File: config.mk
export PLATFORM = sky130hd
export DESIGN_NAME = page_bitmap_allocator_top
export DESIGN_NICKNAME = d
export VERILOG_FILES = /design/src/hdl/pba_pkg.sv /design/src/hdl/pba_addr_div.sv /design/src/hdl/page_bitmap_allocator_top.sv
export VERILOG_INCLUDE_DIRS = /design/src /design/src/hdl
export SDC_FILE = /design/constraint.sdc
export NUM_CORES = 2
export LEC_CHECK = 0
export BUFFER_PORTS_ARGS = -buffer_cell sky130_fd_sc_hd__buf_4
export CORE_ASPECT_RATIO = 0.9
export CORE_MARGIN = 2
export CORE_UTILIZATION = 38
export DETAILED_ROUTE_END_ITERATION = 10
export GPL_ROUTABILITY_DRIVEN = 0
export SETUP_SLACK_MARGIN = 0.05
export SLEW_MARGIN = 20
export SYNTH_ARGS = -nofsm -noshare
export SYNTH_HDL_FRONTEND = slang
export SYNTH_SLANG_ARGS = --single-unit
File: constraint.sdc
create_clock -name clk -period 52.6 [get_ports clk]
set_input_delay 2.63 -clock clk [delete_from_list [all_inputs] [get_ports clk]]
set_output_delay 2.63 -clock clk [all_outputs]
set_load 0.02 [all_outputs]
File: src/hdl/assert_macros.svh
// Assertion macros shared by the page bitmap allocator RTL.
// No dependencies; included by files that carry concurrent assertions.
`ifndef ASSERT_MACROS_SVH
`define ASSERT_MACROS_SVH

// Condition that must hold on every clock edge outside reset
`define ASSERT_ALWAYS(lbl, clk, rst_n, expr) \
    lbl: assert property (@(posedge clk) disable iff (!rst_n) (expr)) \
        else $error("invariant violated");

// Same-cycle implication
`define ASSERT_IMPLIES(lbl, clk, rst_n, ante, cons) \
    lbl: assert property (@(posedge clk) disable iff (!rst_n) (ante) |-> (cons)) \
        else $error("implication violated");

// Next-cycle implication
`define ASSERT_NEXT(lbl, clk, rst_n, ante, cons) \
    lbl: assert property (@(posedge clk) disable iff (!rst_n) (ante) |=> (cons)) \
        else $error("next-cycle implication violated");

`endif

File: src/hdl/pba_pkg.sv
// Shared types and constants for the page bitmap allocator.
// No dependencies; used by pba_addr_div and page_bitmap_allocator_top.
package pba_pkg;

    // Default geometry
    localparam int MAP_WORDS_DEF  = 512;
    localparam int PAGE_BYTES_DEF = 4096;

    // Field widths
    localparam int ADDR_W   = 24;
    localparam int BYTES_W  = 25;
    localparam int STATUS_W = 2;
    localparam int S_TDATA_W = 24;
    localparam int M_TDATA_W = 80;
    localparam int M_PAD_W   = M_TDATA_W - ADDR_W - 2 * BYTES_W;

    // Request kinds
    localparam logic MODE_ALLOC = 1'b0;
    localparam logic MODE_FREE  = 1'b1;

    // Result status codes
    localparam logic [STATUS_W-1:0] ST_OK     = 2'd0;
    localparam logic [STATUS_W-1:0] ST_OOM    = 2'd1;
    localparam logic [STATUS_W-1:0] ST_RANGE  = 2'd2;
    localparam logic [STATUS_W-1:0] ST_DOUBLE = 2'd3;

    // Map word with every page in use
    localparam logic [7:0] FULL_WORD = 8'hFF;

    // Page number result from the address converter
    typedef struct packed {
        logic              done;
        logic [ADDR_W-1:0] page;
    } div_res_t;

endpackage

File: src/hdl/pba_addr_div.sv
// Byte address to page number converter (address / PAGE_BYTES, rounded down).
// Depends on pba_pkg. Three-stage reciprocal multiply with one-step correction.
module pba_addr_div #(
    parameter int PAGE_BYTES = pba_pkg::PAGE_BYTES_DEF
) (
    input  logic                        clk,
    input  logic                        rst_n,
    input  logic                        start,
    input  logic [pba_pkg::ADDR_W-1:0]  addr,
    output pba_pkg::div_res_t           res
);

    localparam int RSH  = 39;
    localparam logic [31:0] RECIP = 32'((64'd1 << RSH) / PAGE_BYTES);
    localparam logic [16:0] PB    = 17'(PAGE_BYTES);
    localparam int MAXQ = ((1 << pba_pkg::ADDR_W) - 1) / PAGE_BYTES;
    localparam int QW   = $clog2(MAXQ + 1);
    localparam int PW   = pba_pkg::ADDR_W + 32;
    localparam int MW   = QW + 17;

    logic                        s1_vld_reg;
    logic                        s2_vld_reg;
    logic                        done_reg;
    logic [pba_pkg::ADDR_W-1:0]  addr_reg;
    logic [PW-1:0]               prod_reg;
    logic [QW-1:0]               q0_reg;
    logic [pba_pkg::ADDR_W-1:0]  back_reg;
    logic [QW-1:0]               q_reg;

    logic [QW-1:0]               q0;
    logic [MW-1:0]               back;
    logic [pba_pkg::ADDR_W-1:0]  rem;

    // Estimate is low by at most one; the remainder check fixes it
    assign q0   = prod_reg[RSH +: QW];
    assign back = MW'(q0) * MW'(PB);
    assign rem  = addr_reg - back_reg;

    // Stage valid flags
    always_ff @(posedge clk or negedge rst_n)
    begin
        if (!rst_n)
        begin
            s1_vld_reg <= 1'b0;
            s2_vld_reg <= 1'b0;
            done_reg   <= 1'b0;
        end
        else
        begin
            s1_vld_reg <= start;
            s2_vld_reg <= s1_vld_reg;
            done_reg   <= s2_vld_reg;
        end
    end

    // Datapath stages
    always_ff @(posedge clk)
    begin
        if (start)
        begin
            addr_reg <= addr;
            prod_reg <= PW'(addr) * PW'(RECIP);
        end
        if (s1_vld_reg)
        begin
            q0_reg   <= q0;
            back_reg <= pba_pkg::ADDR_W'(back);
        end
        if (s2_vld_reg)
        begin
            q_reg <= (32'(rem) >= 32'(PAGE_BYTES)) ? q0_reg + QW'(1) : q0_reg;
        end
    end

    assign res.done = done_reg;
    assign res.page = pba_pkg::ADDR_W'(q_reg);

endmodule

File: src/hdl/page_bitmap_allocator_top.sv
// Page bitmap allocator: allocate lowest free page or free a page by address.
// Allocate: scan from the first map word that is not full, set its lowest clear bit, form the address.
// Free: the address converter gives the page number, then a map read, then the bit is cleared.
// One item at a time; the next item is taken while the result waits to be taken.
// Reset clears control at once; map words are tracked by a fill count, no sweep.
module page_bitmap_allocator_top #(
    parameter int MAP_WORDS  = pba_pkg::MAP_WORDS_DEF,
    parameter int PAGE_BYTES = pba_pkg::PAGE_BYTES_DEF
) (
    input  logic                           clk,
    input  logic                           rst_n,
    input  logic                           s_tvalid,
    output logic                           s_tready,
    input  logic [pba_pkg::S_TDATA_W-1:0]  s_tdata,   // [23:0] page_addr
    input  logic                           s_tuser,   // [0] mode
    output logic                           m_tvalid,
    input  logic                           m_tready,
    output logic [pba_pkg::M_TDATA_W-1:0]  m_tdata,   // [23:0] alloc_addr, [48:24] used_bytes,
                                                      // [73:49] free_bytes, [79:74] zero
    output logic [pba_pkg::STATUS_W-1:0]   m_tuser    // [1:0] status
);

    `include "assert_macros.svh"

    localparam int WW     = (MAP_WORDS > 1) ? $clog2(MAP_WORDS) : 1;
    localparam int PTR_W  = $clog2(MAP_WORDS + 1);
    localparam int PAGE_W = PTR_W + 3;
    localparam int AM_W   = PAGE_W + 17;
    localparam logic [63:0] POOL_PAGES = 64'(MAP_WORDS) * 64'd8;
    localparam logic [63:0] POOL_BYTES = POOL_PAGES * 64'(PAGE_BYTES);
    localparam int UW     = $clog2(POOL_BYTES + 64'd1);
    localparam logic [16:0]      PB       = 17'(PAGE_BYTES);
    localparam logic [UW-1:0]    PB_U     = UW'(PAGE_BYTES);
    localparam logic [PTR_W-1:0] PTR_END  = PTR_W'(MAP_WORDS);
    localparam logic [PTR_W-1:0] PTR_LAST = PTR_W'(MAP_WORDS - 1);

    // Controller states
    localparam logic [2:0] S_IDLE = 3'd0;
    localparam logic [2:0] S_ARD  = 3'd1;
    localparam logic [2:0] S_AMUL = 3'd2;
    localparam logic [2:0] S_DIVW = 3'd3;
    localparam logic [2:0] S_FRD  = 3'd4;
    localparam logic [2:0] S_EMIT = 3'd5;

    logic [2:0]                      state_reg, state_next;
    logic [PTR_W-1:0]                ptr_reg, ptr_next;     // all words below are full
    logic [PTR_W-1:0]                hw_reg, hw_next;       // words below have been written
    logic [UW-1:0]                   used_reg, used_next;
    logic [PTR_W-1:0]                fw_reg, fw_next;
    logic [2:0]                      fbit_reg, fbit_next;
    logic [PAGE_W-1:0]               page_reg, page_next;
    logic [pba_pkg::STATUS_W-1:0]    res_status_reg, res_status_next;
    logic [pba_pkg::ADDR_W-1:0]      res_aaddr_reg, res_aaddr_next;
    logic                            m_tvalid_reg, m_tvalid_next;
    logic [pba_pkg::M_TDATA_W-1:0]   m_tdata_reg;
    logic [pba_pkg::STATUS_W-1:0]    m_tuser_reg;
    logic                            out_load;

    // Map memory
    logic [7:0]                      map_mem [MAP_WORDS];
    logic [7:0]                      rd_data_reg;
    logic                            rd_en, wr_en;
    logic [WW-1:0]                   rd_addr, wr_addr;
    logic [7:0]                      wr_data;

    logic                            div_start;
    pba_pkg::div_res_t               div_res;

    logic [7:0]                      aword, fword;
    logic [2:0]                      zbit;
    logic [31:0]                     dpage;
    logic [AM_W-1:0]                 amul;
    logic [63:0]                     used64, free64;

    pba_addr_div #(
        .PAGE_BYTES (PAGE_BYTES)
    ) u_div (
        .clk   (clk),
        .rst_n (rst_n),
        .start (div_start),
        .addr  (s_tdata[pba_pkg::ADDR_W-1:0]),
        .res   (div_res)
    );

    // Words at or past the fill count were never written and read as free
    assign aword = (ptr_reg < hw_reg) ? rd_data_reg : 8'd0;
    assign fword = (fw_reg  < hw_reg) ? rd_data_reg : 8'd0;
    assign dpage = 32'(div_res.page);
    assign amul  = AM_W'(page_reg) * AM_W'(PB);

    // Lowest clear bit of the scanned word
    always_comb
    begin
        zbit = 3'd0;
        for (int i = 7; i >= 0; i--)
        begin
            if (!aword[i])
                zbit = 3'(i);
        end
    end

    assign s_tready  = (state_reg == S_IDLE);
    assign div_start = s_tvalid && s_tready && (s_tuser == pba_pkg::MODE_FREE);
    assign out_load  = (state_reg == S_EMIT) && (!m_tvalid_reg || m_tready);

    // Controller
    always_comb
    begin
        state_next      = state_reg;
        ptr_next        = ptr_reg;
        hw_next         = hw_reg;
        used_next       = used_reg;
        fw_next         = fw_reg;
        fbit_next       = fbit_reg;
        page_next       = page_reg;
        res_status_next = res_status_reg;
        res_aaddr_next  = res_aaddr_reg;
        rd_en           = 1'b0;
        rd_addr         = WW'(ptr_reg);
        wr_en           = 1'b0;
        wr_addr         = WW'(ptr_reg);
        wr_data         = aword | (8'd1 << zbit);
        unique case (state_reg)
            S_IDLE:
            begin
                if (s_tvalid)
                begin
                    res_aaddr_next = '0;
                    if (s_tuser == pba_pkg::MODE_FREE)
                    begin
                        state_next = S_DIVW;
                    end
                    else if (ptr_reg == PTR_END)
                    begin
                        res_status_next = pba_pkg::ST_OOM;
                        state_next      = S_EMIT;
                    end
                    else
                    begin
                        rd_en      = 1'b1;
                        state_next = S_ARD;
                    end
                end
            end
            S_ARD:
            begin
                if (aword == pba_pkg::FULL_WORD)
                begin
                    if (ptr_reg == PTR_LAST)
                    begin
                        ptr_next        = PTR_END;
                        res_status_next = pba_pkg::ST_OOM;
                        state_next      = S_EMIT;
                    end
                    else
                    begin
                        ptr_next   = ptr_reg + PTR_W'(1);
                        rd_en      = 1'b1;
                        rd_addr    = WW'(ptr_reg + PTR_W'(1));
                    end
                end
                else
                begin
                    wr_en     = 1'b1;
                    used_next = used_reg + PB_U;
                    page_next = {ptr_reg, zbit};
                    if (ptr_reg == hw_reg)
                        hw_next = hw_reg + PTR_W'(1);
                    state_next = S_AMUL;
                end
            end
            S_AMUL:
            begin
                res_aaddr_next  = pba_pkg::ADDR_W'(amul);
                res_status_next = pba_pkg::ST_OK;
                state_next      = S_EMIT;
            end
            S_DIVW:
            begin
                if (div_res.done)
                begin
                    if (dpage >= 32'(POOL_PAGES))
                    begin
                        res_status_next = pba_pkg::ST_RANGE;
                        state_next      = S_EMIT;
                    end
                    else
                    begin
                        fw_next    = PTR_W'(dpage >> 3);
                        fbit_next  = dpage[2:0];
                        rd_en      = 1'b1;
                        rd_addr    = WW'(dpage >> 3);
                        state_next = S_FRD;
                    end
                end
            end
            S_FRD:
            begin
                if (!fword[fbit_reg])
                begin
                    res_status_next = pba_pkg::ST_DOUBLE;
                end
                else
                begin
                    wr_en   = 1'b1;
                    wr_addr = WW'(fw_reg);
                    wr_data = fword & ~(8'd1 << fbit_reg);
                    used_next = (used_reg >= PB_U) ? used_reg - PB_U : '0;
                    if (fw_reg < ptr_reg)
                        ptr_next = fw_reg;
                    res_status_next = pba_pkg::ST_OK;
                end
                state_next = S_EMIT;
            end
            S_EMIT:
            begin
                if (out_load)
                    state_next = S_IDLE;
            end
            default:
            begin
                state_next = S_IDLE;
            end
        endcase
    end

    // Output register valid
    always_comb
    begin
        m_tvalid_next = m_tvalid_reg && !m_tready;
        if (out_load)
            m_tvalid_next = 1'b1;
    end

    // Control registers
    always_ff @(posedge clk or negedge rst_n)
    begin
        if (!rst_n)
        begin
            state_reg    <= S_IDLE;
            ptr_reg      <= '0;
            hw_reg       <= '0;
            used_reg     <= '0;
            m_tvalid_reg <= 1'b0;
        end
        else
        begin
            state_reg    <= state_next;
            ptr_reg      <= ptr_next;
            hw_reg       <= hw_next;
            used_reg     <= used_next;
            m_tvalid_reg <= m_tvalid_next;
        end
    end

    // Payload registers
    assign used64 = 64'(used_reg);
    assign free64 = POOL_BYTES - used64;

    always_ff @(posedge clk)
    begin
        fw_reg         <= fw_next;
        fbit_reg       <= fbit_next;
        page_reg       <= page_next;
        res_status_reg <= res_status_next;
        res_aaddr_reg  <= res_aaddr_next;
        if (out_load)
        begin
            m_tdata_reg <= {{pba_pkg::M_PAD_W{1'b0}},
                            free64[pba_pkg::BYTES_W-1:0],
                            used64[pba_pkg::BYTES_W-1:0],
                            res_aaddr_reg};
            m_tuser_reg <= res_status_reg;
        end
    end

    // Map memory, one read and one write port, registered read data
    always_ff @(posedge clk)
    begin
        if (wr_en)
            map_mem[wr_addr] <= wr_data;
        if (rd_en)
            rd_data_reg <= map_mem[rd_addr];
    end

    assign m_tvalid = m_tvalid_reg;
    assign m_tdata  = m_tdata_reg;
    assign m_tuser  = m_tuser_reg;

    // Checks
    `ASSERT_ALWAYS(a_ptr_le_fill, clk, rst_n, (ptr_reg <= hw_reg) && (hw_reg <= PTR_END))
    `ASSERT_ALWAYS(a_used_le_pool, clk, rst_n, 64'(used_reg) <= POOL_BYTES)
    `ASSERT_NEXT(a_accept_busy, clk, rst_n, s_tvalid && s_tready, state_reg != S_IDLE)
    `ASSERT_IMPLIES(a_oom_full, clk, rst_n,
        (state_reg == S_EMIT) && (res_status_reg == pba_pkg::ST_OOM), ptr_reg == PTR_END)

endmodule

# After elaboration in Yosys (flattened, before gate mapping)
# Memories as Yosys holds them, arrays and structs flattened. A register that Yosys moved wholly into a read port is not among the register bits.
# Index checks and enable logic that the tools add are counted.
# op_classes
add_sub_neg,7
mul,0
div_mod_pow,0
order_cmp,7
n_eq_ne,21
n_shift,2
n_mux,65
bitwise_logic,5
n_reduce_logical,20
# op_table
op,count
$mux 25,3
$mux 9,6
$pmux 25 s2,1
$pmux 24 s2,1
$mux 3,15
$mux 10,4
$mux 8,4
$add 25x13->25 const B,1
$ge 25x13->1 const B,1
$sub 25x13->25 const B,1
$sub 25x25->25 const A,1
$ge 24x13->1 const B,1
$mux 24,1
$sub 24x24->24,1
$add 10x1->10 const B,2
$lt 9x10->1,2
$pmux 10 s2,1
$ne 2x2->1 const B,9
$pmux 9 s2,1
$mux 2,8
$shl 1x3->8 const A,2
$pmux 3 s5,1
$mux 1,14
$ge 12x13->1 const B,1
other kinds (32),45
# totals
register_bits,226
latchBits,0
ramBits,4096
romBits,0
in_bits,29
output_inout_bits,84
wordCells,146
n_memories,1
# mem_list
memory,depth,width,read_ports,rd_ports_with_merged_regs,wr,line,source
map_mem,512,8,1,1,1,page_bitmap_allocator_top.sv:60,logic [7:0] map_mem [MAP_WORDS];

# Longest topological paths before layout
# depth
ltp_word,14
mapped_depth,25

# Hierarchy
# Synthesis repeated with hierarchy kept, for this count alone.
# unflattened
hier_cells,9432
area_unflattened_um2,168496.6
# modules_own_cells
module,instances,cells_per_inst,area_each_um2,seq_area_each_um2
page_bitmap_allocator_top,1,9233,166200.6,126506.3
pba_addr_div,1,199,2296.0,1156.1

# Worst setup path before layout
# No wires, ideal clock.
# synth_path
kind,reg-to-reg
from,reg fbit_reg[0]
to,mem map_mem[0][7] (data pin)
setup_ps,4271
arrival_time_ps,22904
required_time_ps,48329
slack_ps,25425
path_stages_with_launch,9
n_path_buf,2
cell_sequence,edfxtp_1 > clkbuf_1 > mux4_2 > mux2_2 > o211a_1 > clkbuf_1 > nor2_1 > nand2_1 > o31ai_1
# synth_via
elab_chain_len,5
elab_cells_between_ends,7
classes_between,shift: 1; mux: 4; bitwise: 2
# synth_lines
item,line,source
"start, declared",page_bitmap_allocator_top.sv:50,"logic [2:0] fbit_reg, fbit_next;"
"start signal, assigned",page_bitmap_allocator_top.sv:263,fbit_reg <= fbit_next;
"parallel branches: the longest is 3 deep, another holds $bmux 1 s3",--,
$mux 8 *,page_bitmap_allocator_top.sv:199,if (!fword[fbit_reg])
$mux 8 *,page_bitmap_allocator_top.sv:123,unique case (state_reg)
net wr_data[7],page_bitmap_allocator_top.sv:64,logic [7:0] wr_data;
"end, declared",page_bitmap_allocator_top.sv:60,
# Mark *: on every way through the listed nets, which the timed path passes. The select of a mux whose other input is x is not followed.

# Worst setup path in the final report
# layout_path
from,reg ptr_reg[0]
to,reg rd_data_reg[4] (read register of map_mem) (data pin)
# layout_via
elab_chain_len,5
elab_cells_between_ends,17
classes_between,add/sub: 1; order compare: 1; eq/ne: 3; mux: 12
# layout_lines
item,line,source
"start, declared",page_bitmap_allocator_top.sv:46,"logic [PTR_W-1:0] ptr_reg, ptr_next;"
"start signal, assigned",page_bitmap_allocator_top.sv:249,ptr_reg <= ptr_next;
$lt 10x10->1 or $eq 10x10->1 (tied branches),"page_bitmap_allocator_top.sv:86, page_bitmap_allocator_top.sv:133",
$mux 8 or $mux 1 (tied branches),"page_bitmap_allocator_top.sv:86, page_bitmap_allocator_top.sv:133",
$eq 8x8->1 or $mux 1 (tied branches),"page_bitmap_allocator_top.sv:147, page_bitmap_allocator_top.sv:129",
"$mux 1, or another cell as far along",page_bitmap_allocator_top.sv:147,if (aword == pba_pkg::FULL_WORD)
$pmux 1 s3 or $pmux 9 s2 (tied branches),page_bitmap_allocator_top.sv:123,
"end, declared",page_bitmap_allocator_top.sv:61,logic [7:0] rd_data_reg;
# Several ways; a longest one is shown, not always the timed one.
# A chain may end at the register's enable or synchronous reset.

==> impl_metrics.json <==
{
  "status": "finished clean",
  "finalCritPeriodShare_pct": 18.8,
  "avgSynthCellArea_um2": 13.7,
  "largest_register_ffs": 4096,
  "crit_cells": 20,
  "clock-sinks": 4257,
  "worstSetupStartpoint": "ptr_reg[0]",
  "synth_ff_type": "edfxtp_1",
  "slew_headroom_pct": 14.0,
  "clock-skew-final_ns": 0.0310,
  "p_leak_nw": 64.1,
  "area_delta_synth_final_pct": 11.8,
  "reg2reg_slack_ns": 42.71,
  "max_cap_violations": 0,
  "dieArea_mm2": 0.455,
  "crit_type": "flop to flop",
  "worstMarginPinSlew_ns": 1.27,
  "dp_hpwl_um": 276000,
  "post_cts_resized": 0,
  "path_cells": "ha_1, and3_1, nand3_2, nor3_2, inv_1, ha_1, and3_1, or4b_1, o2111ai_4, buf_12, buf_4, buf_4, buf_4, mux2i_1, o22ai_1, or4_1, o41ai_1, o211ai_1, o31a_1, or4_1",
  "cpPeakStageDelay_ns": 1.15,
  "insertion_delay_ns": 0.99,
  "grt_start_max_net_pins": 220,
  "required_ns": 53.28,
  "wire_per_inst_um": 25.2,
  "setup_viol": 0,
  "cts-root-buf": "clkbuf_16",
  "cp.arrival_ns": 10.57,
  "ant_nets": 0,
  "path_max_fanout": 81,
  "die_h_um": 640,
  "critPathBufInv": 5,
  "cellPowerDensity_mw_per_mm2": 72.3,
  "endpoint": "rd_data_reg[4]",
  "via_per_inst": 5.60,
  "placed_cell_area_mm2": 0.178,
  "cp_common_cell": "buf_4",
  "final_area_mm2": 0.191,
  "hold_viol_final": 0,
  "start_util_pct": 38.2,
  "drt_iter0_drc": 13200,
  "portBuffers": 58,
  "max_freq_mhz": 101,
  "r2r-end": "rd_data_reg[4]",
  "reg2reg_depth": 20,
  "grt_usage_pct": 20.1,
  "grt_pass1_vias": 98200,
  "cts.path.max_buffers": 4,
  "synth_seq_cells": 4257,
  "clk_pin_slew_ns": 0.06,
  "nets": 12500,
  "cts_made_buffers": 424,
  "final_max_slew_viol_count": 0,
  "post_cts_buffers": 0,
  "cts_tree": "done",
  "reg2reg_from": "ptr_reg[0]",
  "grt_overflow": 0,
  "dr.pass1.iters": 7,
  "cts_hold_buf": 0,
  "wl_um": 474000,
  "drc": 0,
  "end_kind": "flop",
  "synth_edf_count": 4217,
  "rows": 233,
  "grt_pass1_wl_um": 686000,
  "core_mm2": 0.448,
  "synth_cell_types": 86,
  "nFillCells": 40100,
  "antenna_found_initial": 22,
  "timing.final.ws_setup_ns": 42.71,
  "start_kind": "flop",
  "min_path_type": "flop to flop",
  "whs_ns": 0.419,
  "cp_slowest_cell": "o41ai_1",
  "vias": 105000,
  "yosysWarnings": 0,
  "rsz0062_at_grt": "no",
  "htreeDepth": 5,
  "pre_cts_slack_ns": 42.96,
  "async_flop_share_pct": 0.940,
  "io_pins": 113,
  "syn_inst": 12500,
  "cp_top_family": "buffers and inverters",
  "netlist_area_mm2": 0.171,
  "setup_tns_ns": 0,
  "die_w_um": 711,
  "drive_gt1_share_pct": 8.30,
  "yosysSeqAreaShare_pct": 74.6,
  "ir_drop_v": 0.000121,
  "period_minus_slack_ns": 9.89
}
## stage by stage
stage | cells | power (W) | util, %
floorplan | 12600 | 0.00954 | -
global placement | 18000 | 0.0108 | 39.7
detailed placement | 18000 | 0.0109 | 39.7
CTS | 18800 | 0.0138 | 42.7
global route | 18800 | 0.0144 | 42.7
finish | 18800 | 0.0138 | 42.7
## final cells by class
| cell class | count | area, um2 | area share (%) |
|---|---|---|---|
| inverter | 49 | 184 | 0.0962 |
| antenna | 7 | 17.5 | 0.00916 |
| tap | 5992 | 7500 | 3.92 |
| clock inverter | 224 | 1890 | 0.988 |
| sequential | 4257 | 128000 | 66.8 |
| clock buffer | 546 | 11300 | 5.90 |
| timing repair buffer | 315 | 2660 | 1.39 |
| multi-input combinational | 7386 | 40000 | 20.9 |
## worst min path at each step
stage / start / to / slack [ns] / depth (start not counted)
final: res_status_reg[1] / m_tuser[1] / 0.42 / 0
after detailed placement: res_status_reg[1] / m_tuser[1] / 0.41 / 0
after global placement: res_aaddr_reg[21] / m_tdata[21] / 0.40 / 0
after floorplan: u_div.q_reg[0] / fbit_reg[0] / 0.40 / 0
after CTS: res_status_reg[1] / m_tuser[1] / 0.42 / 0
after global routing: res_aaddr_reg[21] / m_tdata[21] / 0.42 / 0
## power breakdown
group | internal (W) | total, W | switching [W] | leakage [nW]
combinational | 0.00135 | 0.00583 | 0.00448 | 18.7
clock | 0.00164 | 0.00292 | 0.00128 | 6.43
sequential | 0.00503 | 0.00507 | 0.0000392 | 39.0
total | 0.00802 | 0.0138 | 0.00580 | 64.1
## cells in the mapped netlist (all sizes together) (16+ instances only)
| cell type | number | area share (%) |
|---|---|---|
| buf | 519 | 1.5 |
| a2111oi | 32 | 0.17 |
| a31o | 16 | 0.082 |
| mux2i | 325 | 1.9 |
| edfxtp | 4217 | 74 |
| xnor2 | 28 | 0.14 |
| nor3 | 43 | 0.13 |
| a31oi | 215 | 0.79 |
| a211oi | 39 | 0.18 |
| o41ai | 29 | 0.15 |
| dfrtp | 40 | 0.59 |
| a21oi | 665 | 1.9 |
| a22o | 20 | 0.10 |
| nand2 | 3068 | 6.7 |
| and3 | 271 | 0.99 |
| a221oi | 93 | 0.48 |
| o22ai | 97 | 0.35 |
| o2111ai | 19 | 0.097 |
| nand3 | 720 | 2.1 |
| nor2 | 640 | 1.4 |
| o31ai | 32 | 0.14 |
| a21o | 16 | 0.070 |
| o32a | 16 | 0.094 |
| nor4 | 73 | 0.27 |
| inv | 47 | 0.10 |
| ha | 46 | 0.34 |
| a311oi | 70 | 0.36 |
| o21ai | 97 | 0.28 |
| o211ai | 23 | 0.10 |
| or4 | 36 | 0.16 |
| nand4 | 144 | 0.53 |
| and2 | 33 | 0.12 |
| mux4 | 74 | 0.97 |
| clkbuf | 355 | 0.78 |
| a22oi | 153 | 0.67 |
## per-layer routing
metal,up-vias,wire [um],global-route usage [%]
li1,46600,-,-
met5,-,27,0
met2,4487,215000,30.9
met4,4,15000,6.22
met1,53300,204000,29.6
met3,722,40000,2.89
## cell families after synthesis
group / Yosys count / synth area share, %
AND/OR/NAND/NOR: 5097 / 12.8
flip-flops: 4257 / 74.6
AO/OA/AOI/OAI: 1755 / 6.72
buffers and inverters: 923 / 2.41
multiplexers: 411 / 2.96
adder cells (fa/ha/maj): 47 / 0.348
XOR/XNOR: 34 / 0.174
other: 1 / 0.00219
## cell usage in the layout (no fill, tap or decap), drive strengths merged, types with 74 or more instances in the layout
cell type and count:
nand4 144, clkbuf 546, a221oi 93, nand3 720
and3 271, mux4 74, a22oi 153, o21ai 97
buf 315, a31oi 215, o22ai 97, a21oi 665
clkinv 186, edfxtp 4217, nor2 640, mux2i 325
nand2 3068
Note: power is estimated with default switching activity, not from simulation.
